File: config.mk
export PLATFORM = sky130hd
export DESIGN_NAME = yuv_alpha_fade_pixel
export DESIGN_NICKNAME = d
export VERILOG_FILES = /design/src/rtl/yafp_pkg.sv /design/src/rtl/yuv_alpha_fade_pixel.sv
export SDC_FILE = /design/constraint.sdc
export NUM_CORES = 1
export LEC_CHECK = 0
export ABC_CLOCK_PERIOD_IN_PS = 5700
export BUFFER_PORTS_ARGS = -buffer_cell sky130_fd_sc_hd__buf_2
export CAP_MARGIN = 20
export CORE_ASPECT_RATIO = 1.5
export CORE_UTILIZATION = 42
export DETAILED_ROUTE_END_ITERATION = 7
export GPL_TIMING_DRIVEN = 0
export PLACE_DENSITY = 0.56
export SYNTH_ARGS = -nofsm -noshare
export SYNTH_HDL_FRONTEND = slang
export SYNTH_SLANG_ARGS = --single-unit
File: constraint.sdc
create_clock -name clk_i -period 5.7 [get_ports clk_i]
set_input_delay 1.14 -clock clk_i [delete_from_list [all_inputs] [get_ports clk_i]]
set_output_delay 1.14 -clock clk_i [all_outputs]
set_load 0.01 [all_outputs]
File: src/rtl/yafp_pkg.sv
// ----------------------------------------------------------------------------
// yafp_pkg - shared definitions for the YUV alpha fade pixel pipeline
// Colour conversion coefficients and the small arithmetic helpers that the
// pipeline stages use.
// ----------------------------------------------------------------------------
package yafp_pkg;

  // Width of the signed accumulators of the YUV to RGB conversion.
  localparam int unsigned SumW = 20;
  // Width of the signed accumulators of the RGB to YUV conversion.
  localparam int unsigned BackW = 19;

  typedef logic signed [SumW-1:0]  sum_t;
  typedef logic signed [BackW-1:0] back_t;
  typedef logic [7:0]              byte_t;
  typedef logic [15:0]             prod_t;

  // YUV to RGB coefficients.
  localparam sum_t KYuvD   = 20'sd298;
  localparam sum_t KRf     = 20'sd411;
  localparam sum_t KRoff   = 20'sd32;
  localparam sum_t KGe     = 20'sd101;
  localparam sum_t KGf     = 20'sd211;
  localparam sum_t KGoff   = 20'sd429;
  localparam sum_t KBe     = 20'sd519;
  localparam sum_t KBoff   = 20'sd83;

  // RGB to YUV coefficients.
  localparam back_t KYr    = 19'sd66;
  localparam back_t KYg    = 19'sd129;
  localparam back_t KYb    = 19'sd25;
  localparam back_t KUr    = 19'sd38;
  localparam back_t KUg    = 19'sd74;
  localparam back_t KUVbig = 19'sd112;
  localparam back_t KVg    = 19'sd94;
  localparam back_t KVb    = 19'sd18;
  localparam back_t KOffY  = 19'sd16;
  localparam back_t KOffC  = 19'sd128;

  // Floor divide by 256, then saturate to a byte.
  function automatic byte_t clamp_shr8(input sum_t sum);
    sum_t sh;
    byte_t res;
    sh = sum >>> 8;
    if (sh < 0) begin
      res = 8'd0;
    end else if (sh > 20'sd255) begin
      res = 8'd255;
    end else begin
      res = sh[7:0];
    end
    return res;
  endfunction

  // Exact x / 255 for x up to 255 * 255: (x + 1 + (x >> 8)) >> 8.
  function automatic byte_t div255(input prod_t x);
    logic [16:0] t;
    t = {1'b0, x} + 17'd1 + {9'd0, x[15:8]};
    return t[15:8];
  endfunction

  // Zero-extend an unsigned byte into the back-conversion width.
  function automatic back_t ext_back(input byte_t v);
    return back_t'({11'd0, v});
  endfunction

endpackage

File: src/rtl/yuv_alpha_fade_pixel.sv
// ----------------------------------------------------------------------------
// yuv_alpha_fade_pixel - brightness fade of a YUV pixel stream
// Converts each pixel to RGB, scales the channels by alpha / 255 and converts
// the result back to YUV in four pipeline stages, one pixel per clock unless stalled.
// ----------------------------------------------------------------------------
// The block takes one pixel per clock unless stalled and returns one faded
// pixel per pixel, in order. A pixel taken at the input passes through each
// register stage in turn and is offered on the output from the last one until
// the output side is ready. The four register stages are: the YUV to RGB sums,
// the clamp and the alpha multiply, the divide by 255, and the RGB to YUV
// conversion, which is also the output register. Each stage holds its beat
// until the next stage has room, so a stall on the output side only stops the
// input once every stage is full. fade_alpha is written through fade_alpha_we_i
// and should only be changed while no pixel is in flight; it resets to 255 (no
// fade). The outputs always lie within 16..239.
module yuv_alpha_fade_pixel
  import yafp_pkg::*;
(
  input  logic        clk_i,
  input  logic        rst_ni,
  // Configuration write port.
  input  logic        fade_alpha_we_i,
  input  logic [7:0]  fade_alpha_i,
  // Input pixel stream.
  input  logic        s_axis_tvalid,
  output logic        s_axis_tready,
  input  logic [23:0] s_axis_tdata,   // luma_in [7:0], cb_in [15:8], cr_in [23:16]
  // Output pixel stream.
  output logic        m_axis_tvalid,
  input  logic        m_axis_tready,
  output logic [23:0] m_axis_tdata    // luma_out [7:0], cb_out [15:8], cr_out [23:16]
);

  // Configuration register.
  logic [7:0] fade_alpha_q;

  always_ff @(posedge clk_i or negedge rst_ni) begin
    if (!rst_ni) begin
      fade_alpha_q <= 8'd255;
    end else if (fade_alpha_we_i) begin
      fade_alpha_q <= fade_alpha_i;
    end
  end

  // Stage valid bits and the ready chain. A stage takes a new beat when it is
  // empty or when the stage after it takes its current beat.
  logic v1_q, v2_q, v3_q, v4_q;
  logic rdy1, rdy2, rdy3, rdy4;

  assign rdy4 = !v4_q || m_axis_tready;
  assign rdy3 = !v3_q || rdy4;
  assign rdy2 = !v2_q || rdy3;
  assign rdy1 = !v1_q || rdy2;
  assign s_axis_tready = rdy1;

  always_ff @(posedge clk_i or negedge rst_ni) begin
    if (!rst_ni) begin
      v1_q <= 1'b0;
      v2_q <= 1'b0;
      v3_q <= 1'b0;
      v4_q <= 1'b0;
    end else begin
      if (rdy1) v1_q <= s_axis_tvalid;
      if (rdy2) v2_q <= v1_q;
      if (rdy3) v3_q <= v2_q;
      if (rdy4) v4_q <= v3_q;
    end
  end

  // Stage 1: the unshifted R, G and B sums from the offset-removed samples.
  sum_t d_s, e_s, f_s;
  sum_t r_sum_d, g_sum_d, b_sum_d;
  sum_t r_sum_q, g_sum_q, b_sum_q;

  always_comb begin
    d_s = sum_t'({12'd0, s_axis_tdata[7:0]})   - 20'sd16;
    e_s = sum_t'({12'd0, s_axis_tdata[15:8]})  - 20'sd128;
    f_s = sum_t'({12'd0, s_axis_tdata[23:16]}) - 20'sd128;
    r_sum_d = KYuvD * d_s + KRf * f_s + KRoff;
    g_sum_d = KYuvD * d_s - KGe * e_s - KGf * f_s - KGoff;
    b_sum_d = KYuvD * d_s + KBe * e_s + KBoff;
  end

  always_ff @(posedge clk_i) begin
    if (rdy1) begin
      r_sum_q <= r_sum_d;
      g_sum_q <= g_sum_d;
      b_sum_q <= b_sum_d;
    end
  end

  // Stage 2: clamp each channel to a byte and multiply it by alpha.
  prod_t r_prod_q, g_prod_q, b_prod_q;

  always_ff @(posedge clk_i) begin
    if (rdy2) begin
      r_prod_q <= prod_t'(clamp_shr8(r_sum_q)) * prod_t'(fade_alpha_q);
      g_prod_q <= prod_t'(clamp_shr8(g_sum_q)) * prod_t'(fade_alpha_q);
      b_prod_q <= prod_t'(clamp_shr8(b_sum_q)) * prod_t'(fade_alpha_q);
    end
  end

  // Stage 3: the truncating divide by 255.
  byte_t r_q, g_q, b_q;

  always_ff @(posedge clk_i) begin
    if (rdy3) begin
      r_q <= div255(r_prod_q);
      g_q <= div255(g_prod_q);
      b_q <= div255(b_prod_q);
    end
  end

  // Stage 4: back to YUV with flooring shifts and offsets.
  back_t r_b, g_b, b_b;
  back_t y_acc, u_acc, v_acc;
  byte_t y_d, u_d, v_d;
  byte_t y_q, u_q, v_q;

  always_comb begin
    r_b   = ext_back(r_q);
    g_b   = ext_back(g_q);
    b_b   = ext_back(b_q);
    y_acc = ((KYr * r_b + KYg * g_b + KYb * b_b) >>> 8) + KOffY;
    u_acc = ((KUVbig * b_b - KUr * r_b - KUg * g_b) >>> 8) + KOffC;
    v_acc = ((KUVbig * r_b - KVg * g_b - KVb * b_b) >>> 8) + KOffC;
    y_d   = y_acc[7:0];
    u_d   = u_acc[7:0];
    v_d   = v_acc[7:0];
  end

  always_ff @(posedge clk_i) begin
    if (rdy4) begin
      y_q <= y_d;
      u_q <= u_d;
      v_q <= v_d;
    end
  end

  assign m_axis_tvalid = v4_q;
  assign m_axis_tdata  = {v_q, u_q, y_q};

  // An empty output stage leaves room all the way back to the input.
  assert property (@(posedge clk_i) disable iff (!rst_ni)
    !v4_q |-> s_axis_tready)
    else $error("input not ready although the output stage is empty");

  // The back conversion of clamped channels never leaves 16..239.
  assert property (@(posedge clk_i) disable iff (!rst_ni)
    v4_q |-> (y_q >= 8'd16 && y_q <= 8'd239))
    else $error("faded luma out of range");

  assert property (@(posedge clk_i) disable iff (!rst_ni)
    v4_q |-> (u_q >= 8'd16 && u_q <= 8'd240 && v_q >= 8'd16 && v_q <= 8'd240))
    else $error("faded chroma out of range");

  // A beat in stage 1 reaches stage 2 on the next edge when stage 2 has room.
  assert property (@(posedge clk_i) disable iff (!rst_ni)
    (v1_q && rdy2) |=> v2_q)
    else $error("beat lost between the first and second stages");

endmodule
==> impl_metrics.csv, run 1 <==
group,metric,value,unit
global_route,grt_start_max_net_pins,39,
hold_path,worst_hold_path_cell_count,1,
setup_path,critPathRequiredTime,5.90,ns
global_route,top_usage_layer,"met2",
global_route,grt_antenna_before_repair,0,
setup_path,worstSetupEndpointType,"flop",
run_status,failed_checks,"setup timing",
timing,period_needed,7.987,ns
yosys,postSynthAreaPerCell,9.917,um2
floorplan,std_cell_rows,112,
setup_path,timing.critical_path.from_type,"input port",
yosys,synth-edff-count,132,
route,first_iter_violations,454,
job,cap_violations,0,
floorplan,floorplan.die_area,0.06419,mm2
global_route,global_route.usage.total,19.83,%
clock_tree,cts-root-to-sink-buffers,2,
setup_path,path_max_fanout,3,
yosys,ys.warnings.count,0,
route,detail_route.drc_violations,0,
floorplan,chipWidth,207.2,um
clock_tree,tritoncts.num_buffers,17,
floorplan,initial_utilization,42.54,%
timing,grt_setup_unrepaired,"yes",
final_layout,area_growth,14.39,%
place,post-place-cells,3537,
clock_tree,cts-hold-fix-buffers,0,
yosys,postSynth.topFlopCell,"edfxtp_1",
setup_path,crit_top_cell,"inv_2",
timing,setup_viol,34,
final_layout,seq_cell_area,0.004274,mm2
setup_path,timing.reg2reg.worst_path_depth,20,
clock_tree,clkSinkCount,144,
yosys,synth_sequential_area_ratio,16.11,%
timing,period_share,140.1,%
clock_tree,clock_tree.root_cell,"clkbuf_16",
timing,maxSlewHeadroom,44.94,%
final_layout,antenna_cells,0,
place,io_buffer_count,61,
global_route,groute.layer.met2.usage,42.83,%
route,routed_via_density,5.002,
floorplan,placeableCoreArea,0.06236,mm2
floorplan,pin_count,63,
global_route,grt_pass1_vias,19713,
global_route,grtUsageMet1,17.79,%
timing,finalMaxSlewViolations,0,
final_layout,multi_input_comb_area,0.02088,mm2
final_layout,layout.cells.most_common_list,"inv_1 (612), ha_1 (534), fa_1 (330)",
clock_tree,clk_pin_slew_worst_paths,0.06,ns
route,drt-pass1-iter-count,6,
route,wl_per_cell,16.67,um
final_layout,fraction_of_layout_instances_using_a_drive_strength_above_1,12.85,%
hold_path,min-delay-path-class,"reg -> reg",
yosys,ys_ff_latch,144,
setup_path,timing.critical_path.slowest_stage_cell,"fa_2",
global_route,grt_first_pass_wirelength,98950,um
timing,post_route_clock_skew,0.009723,ns
setup_path,cp_data_arrival_time,8.19,ns
final_layout,instances_no_fill,3653,
timing,finalHoldViolations,0,
clock_tree,tritoncts,"built",
timing,final_critical_path_setup_slack,-2.287,ns
setup_path,critical_path.max_stage_delay,0.56,ns
global_route,grt_util_met3,1.751,%
route,detail-route-antenna-nets,0,
floorplan,fp.dieH,309.8,um
final_layout,fin_nets,3790,
timing,fmaxAchievable,125.2,MHz
yosys,synth.lib_cells_used.distinct,68,
yosys,synth.cell_area,0.02653,mm2
global_route,grt-ovfl-total,0,
route,detail_route.wirelength,60900,um
clock_tree,h-tree-depth,4,
final_layout,layout.cells.most_common,"inv_1",
place,globalplace.congestion,0.8931,
clock_tree,source_to_sink_clock_delay_at_the_later_pin_of_the_worst_skew_pair,0.45,ns
yosys,syn_inst,2675,
final_layout,nFillCells,5890,
yosys,ys_async_sr_fraction,8.333,%
timing,max_slew.worst_pin.slew,0.8258,ns
route,vias,18274,
run_status,status,"finished with violations",
setup_path,worst-setup-path-type,"in -> reg",
yosys,mappedNetlistNets,3623,
place,hpwl,52310,um
==> worst max-delay path: cells and delay by family <==
kind            cells  cell delay [ns]
fa+ha+maj          13             5.00
compound gates      3             0.70
xor+xnor            2             0.35
buf+inv            11             0.53
simple gates        2             0.45
==> kinds of logic (layout without fill, tap and decap cells) <==
kind of cell,count (synthesis),count (layout),synth area share (%)
adders and majority gates,912,912,52.46
xor gates and xnor gates,157,157,5.212
AOI/OAI and AO/OA,259,259,6.551
and+or+nand+nor,532,532,9.829
muxes,13,13,0.5283
DFF,144,144,16.11
buffers and inverters,658,838,9.310
==> Yosys cell counts (3+ instances only) <==
cell type	count	area, um2
a211oi_1	7	52.55
a21boi_0	8	60.06
a21o_1	24	180.2
a21oi_1	85	425.4
a31oi_1	8	50.05
a41oi_1	4	35.03
and2_1	107	669.4
and3_1	8	50.05
and4_1	4	35.03
clkbuf_1	25	93.84
dfrtp_1	4	100.1
dfstp_2	8	210.2
edfxtp_1	132	3964
fa_1	334	6686
ha_1	577	7219
inv_1	632	2372
mux2_2	8	90.09
mux2i_1	5	50.05
nand2_1	142	533.0
nand2b_1	12	75.07
nand3_1	30	150.1
nand4_1	9	56.30
nor2_1	128	480.5
nor2b_1	25	156.4
nor3_1	32	160.2
o2111ai_1	6	52.55
o21a_1	26	195.2
o21ai_0	40	200.2
o21bai_1	18	135.1
o31ai_1	3	22.52
o41ai_1	3	26.28
or2_2	11	68.82
or3_1	12	75.07
or4_1	3	22.52
xnor2_1	116	1016
xor2_1	40	350.3
==> per-stage QoR <==
| step | instance area, um2 | setup slack (ns) | hold WS, ns | util [%] | setup TNS, ns |
|---|---|---|---|---|---|
| 6_report | 30340 | -2.287 | 0.4808 | 48.66 | -43.01 |
| 3_3_place_gp | 28310 | -3.471 | 0.4475 | 45.40 | -75.14 |
| 5_1_grt | 30340 | -2.523 | 0.5129 | 48.66 | -48.23 |
| 3_5_place_dp | 28360 | -3.513 | 0.4574 | 45.49 | -76.35 |
| 4_1_cts | 29810 | -2.309 | 0.4756 | 47.80 | -40.31 |
| 2_1_floorplan | 27010 | -2.517 | 0.4351 | - | -44.38 |
==> layout make-up <==
cell class                      instances  share of cell area [%]
Clock buffer                           20                   1.439
Tap cell                              798                   3.290
Clock inverter                         12                  0.5195
Multi-Input combinational cell       1873                   68.82
Timing Repair Buffer                  149                   3.600
Buffer                                 24                  0.2969
Inverter                              633                   7.954
Sequential cell                       144                   14.09
==> state kept, by name, indices dropped and copies added, names as in the netlist <==
register       flops
b_prod_q          16
b_q                8
r_sum_q           12
v2_q               1
y_q                8
g_prod_q          16
u_q                8
v_q                8
v1_q               1
b_sum_q           12
m_axis_tvalid      1
g_sum_q           12
r_prod_q          16
r_q                8
fade_alpha_q       8
g_q                8
v3_q               1
==> what timing repair did <==
action / CTS / global route
pin swaps: 60 / 31
setup buffers: 50 / 35
resized for setup: 84 / 47
cloned: 0 / 0
endpoints found under the setup margin: 38 / 39
==> layer usage <==
layer	vias to the layer above	wire (um)
li1	8930	-
met1	9038	20770
met2	198	36080
met3	108	828
met4	0	3230
met5	-	0
==> path summary, 6_finish.rpt <==
check / startpoint / endpoint / slack (ns)
setup / recovery: s_axis_tdata[4] / g_sum_q[19] / -2.29
hold / removal: v1_q / v2_q / 0.48
setup reg to reg: g_q[4] / v_q[7] / 0.27
hold reg to reg: v1_q / v2_q / 0.48
max in group asynchronous: rst_ni / fade_alpha_q[0] / 4.85
min in group asynchronous: rst_ni / v2_q / 0.57
Power of run 1 is left out: the tool's default activity adds up to more than one toggle a clock period on the data nets, which glitch-free logic cannot reach.
==> inputs of run 2 (changes only) <==
--- a/config.mk
+++ b/config.mk
@@ -12,7 +12,6 @@
 export CORE_UTILIZATION = 42
 export DETAILED_ROUTE_END_ITERATION = 7
 export GPL_TIMING_DRIVEN = 0
-export PLACE_DENSITY = 0.56
 export SYNTH_ARGS = -nofsm -noshare
 export SYNTH_HDL_FRONTEND = slang
 export SYNTH_SLANG_ARGS = --single-unit
==> impl_metrics.csv, run 2 (synthesis results as in run 1) <==
group,metric,value,unit
clock_tree,clk_pin_slew_worst_paths,0.06,ns
setup_path,crit_path_start,"s_axis_tdata[4]",
route,first_iter_violations,506,
clock_tree,tritoncts.num_buffers,17,
route,routed_via_density,5.000,
clock_tree,tritoncts,"built",
hold_path,min-delay-path-class,"reg -> reg",
route,detail_route.drc_violations,0,
final_layout,layout.cells.most_common,"inv_1",
route,drt-pass1-iter-count,7,
setup_path,critPathRequiredTime,5.89,ns
route,vias,18271,
floorplan,std_cell_rows,112,
global_route,grt-ovfl-total,0,
clock_tree,source_to_sink_clock_delay_at_the_later_pin_of_the_worst_skew_pair,0.45,ns
setup_path,crit_top_cell,"ha_4",
timing,final_critical_path_setup_slack,-2.316,ns
timing,finalHoldViolations,0,
place,globalplace.congestion,0.8893,
route,detail_route.wirelength,60900,um
floorplan,pin_count,63,
setup_path,path_max_fanout,3,
final_layout,fin_nets,3791,
global_route,grt_first_pass_wirelength,98240,um
clock_tree,clock_tree.root_cell,"clkbuf_16",
setup_path,timing.critical_path.slowest_stage_cell,"fa_1",
setup_path,worstSetupEndpointType,"flop",
clock_tree,clkSinkCount,144,
clock_tree,h-tree-depth,4,
timing,maxSlewHeadroom,26.35,%
final_layout,layout.cells.most_common_list,"inv_1 (612), ha_1 (534), fa_1 (330)",
timing,period_share,140.6,%
global_route,grt_antenna_before_repair,0,
timing,max_slew.worst_pin.slew,1.104,ns
floorplan,placeableCoreArea,0.06236,mm2
setup_path,terminus_of_the_critical_flop_to_flop_path,"v_q[7]",
hold_path,min_delay_worst_endpoint,"v2_q",
hold_path,worst_hold_path_cell_count,1,
final_layout,nFillCells,5694,
final_layout,top_flop_regs,"b_prod_q x16, g_prod_q x16, r_prod_q x16",
setup_path,cp_data_arrival_time,8.21,ns
place,io_buffer_count,61,
timing,period_needed,8.016,ns
timing,grt_setup_unrepaired,"yes",
floorplan,initial_utilization,42.54,%
global_route,grt_start_max_net_pins,33,
setup_path,reg2reg_from,"g_q[6]",
floorplan,fp.dieH,309.8,um
hold_path,hold_path.startpoint,"v1_q",
setup_path,worst_reg_to_reg_setup_slack,0.19,ns
setup_path,critical-path-top-delay-family,"adder cells",
timing,fmaxAchievable,124.7,MHz
setup_path,timing.reg2reg.worst_path_depth,19,
route,detail-route-antenna-nets,0,
place,hpwl,51580,um
global_route,global_route.usage.total,19.64,%
route,wl_per_cell,16.67,um
run_status,failed_checks,"setup timing",
run_status,status,"finished with violations",
setup_path,critical_path.max_stage_delay,0.58,ns
setup_path,cp_num_buf_inv,7,
job,cap_violations,0,
final_layout,fraction_of_layout_instances_using_a_drive_strength_above_1,13.13,%
timing,finalMaxSlewViolations,0,
timing,setup_viol,34,
floorplan,chipWidth,207.2,um
global_route,grt_pass1_vias,19996,
clock_tree,cts-root-to-sink-buffers,2,
setup_path,worst-setup-path-type,"in -> reg",
final_layout,area_growth,15.06,%
final_layout,antenna_cells,0,
floorplan,floorplan.die_area,0.06419,mm2
setup_path,timing.critical_path.from_type,"input port",
timing,post_route_clock_skew,0.01090,ns
clock_tree,cts-hold-fix-buffers,0,
final_layout,fin_util,48.94,%
run 2: cell count changes in the layout (fill, tap and decap cells not counted), sizes merged:
cell	change
clkbuf	-2
bufinv	+2
clkinvlp	-3
buf	+1
clkinv	+1
inv	+2
run 2: worst register-to-register path: cells and delay by family (launching register included):
kind,cells,cell delay [ns]
buffers and inverters,3,0.17
and+or+nand+nor,4,0.97
AOI/OAI and AO/OA,5,0.83
xor gates and xnor gates,1,0.11
adders and majority gates,6,2.71
DFF,1,0.45
run 2: cell type report:
class | instances | area [um2] | share of cell area, %
Buffer | 24 | 90.09 | 0.2952
Clock buffer | 18 | 429.2 | 1.406
Clock inverter | 14 | 226.5 | 0.7420
Inverter | 633 | 2412 | 7.904
Multi-Input combinational cell | 1873 | 20980 | 68.74
Sequential cell | 144 | 4274 | 14.00
Tap cell | 798 | 998.5 | 3.271
Timing Repair Buffer | 150 | 1110 | 3.636
run 2: routing by layer:
layer	routed length (um)	part of all wire, %	track usage, %
met3	900	1.5	1.802
met4	4334	7.1	13.05
met5	0	0	0
met1	20530	34	17.77
met2	35130	58	40.78
run 2: timing repair:
action | CTS | global route
setup endpoints to repair | 38 | 38
resized for setup | 76 | 82
pin swaps | 62 | 54
gates cloned | 0 | 0
buffers inserted | 56 | 34
run 2: through the flow:
step / hold WS [ns] / setup WS, ns / std cells / setup TNS (ns) / area, um2
CTS: 0.4739 / -2.375 / 3624 / -43.70 / 29850
global route: 0.4789 / -2.486 / 3654 / -49.02 / 30520
floorplan: 0.4351 / -2.517 / 2675 / -44.38 / 27010
detailed placement: 0.4574 / -3.506 / 3537 / -75.55 / 28360
finish: 0.4696 / -2.316 / 3654 / -44.21 / 30520
global placement: 0.4491 / -3.411 / 3534 / -73.68 / 28310
run 2: worst max-delay path by stage:
stage                       end  slack, ns  cells past startpoint
floorplan           g_sum_q[17]      -2.52                     32
finish              g_sum_q[19]      -2.32                     32
global route        g_sum_q[19]      -2.49                     29
global placement    g_sum_q[19]      -3.41                     26
detailed placement  g_sum_q[17]      -3.51                     29
CTS                 g_sum_q[19]      -2.37                     32
Power of run 2 is left out for the same reason.
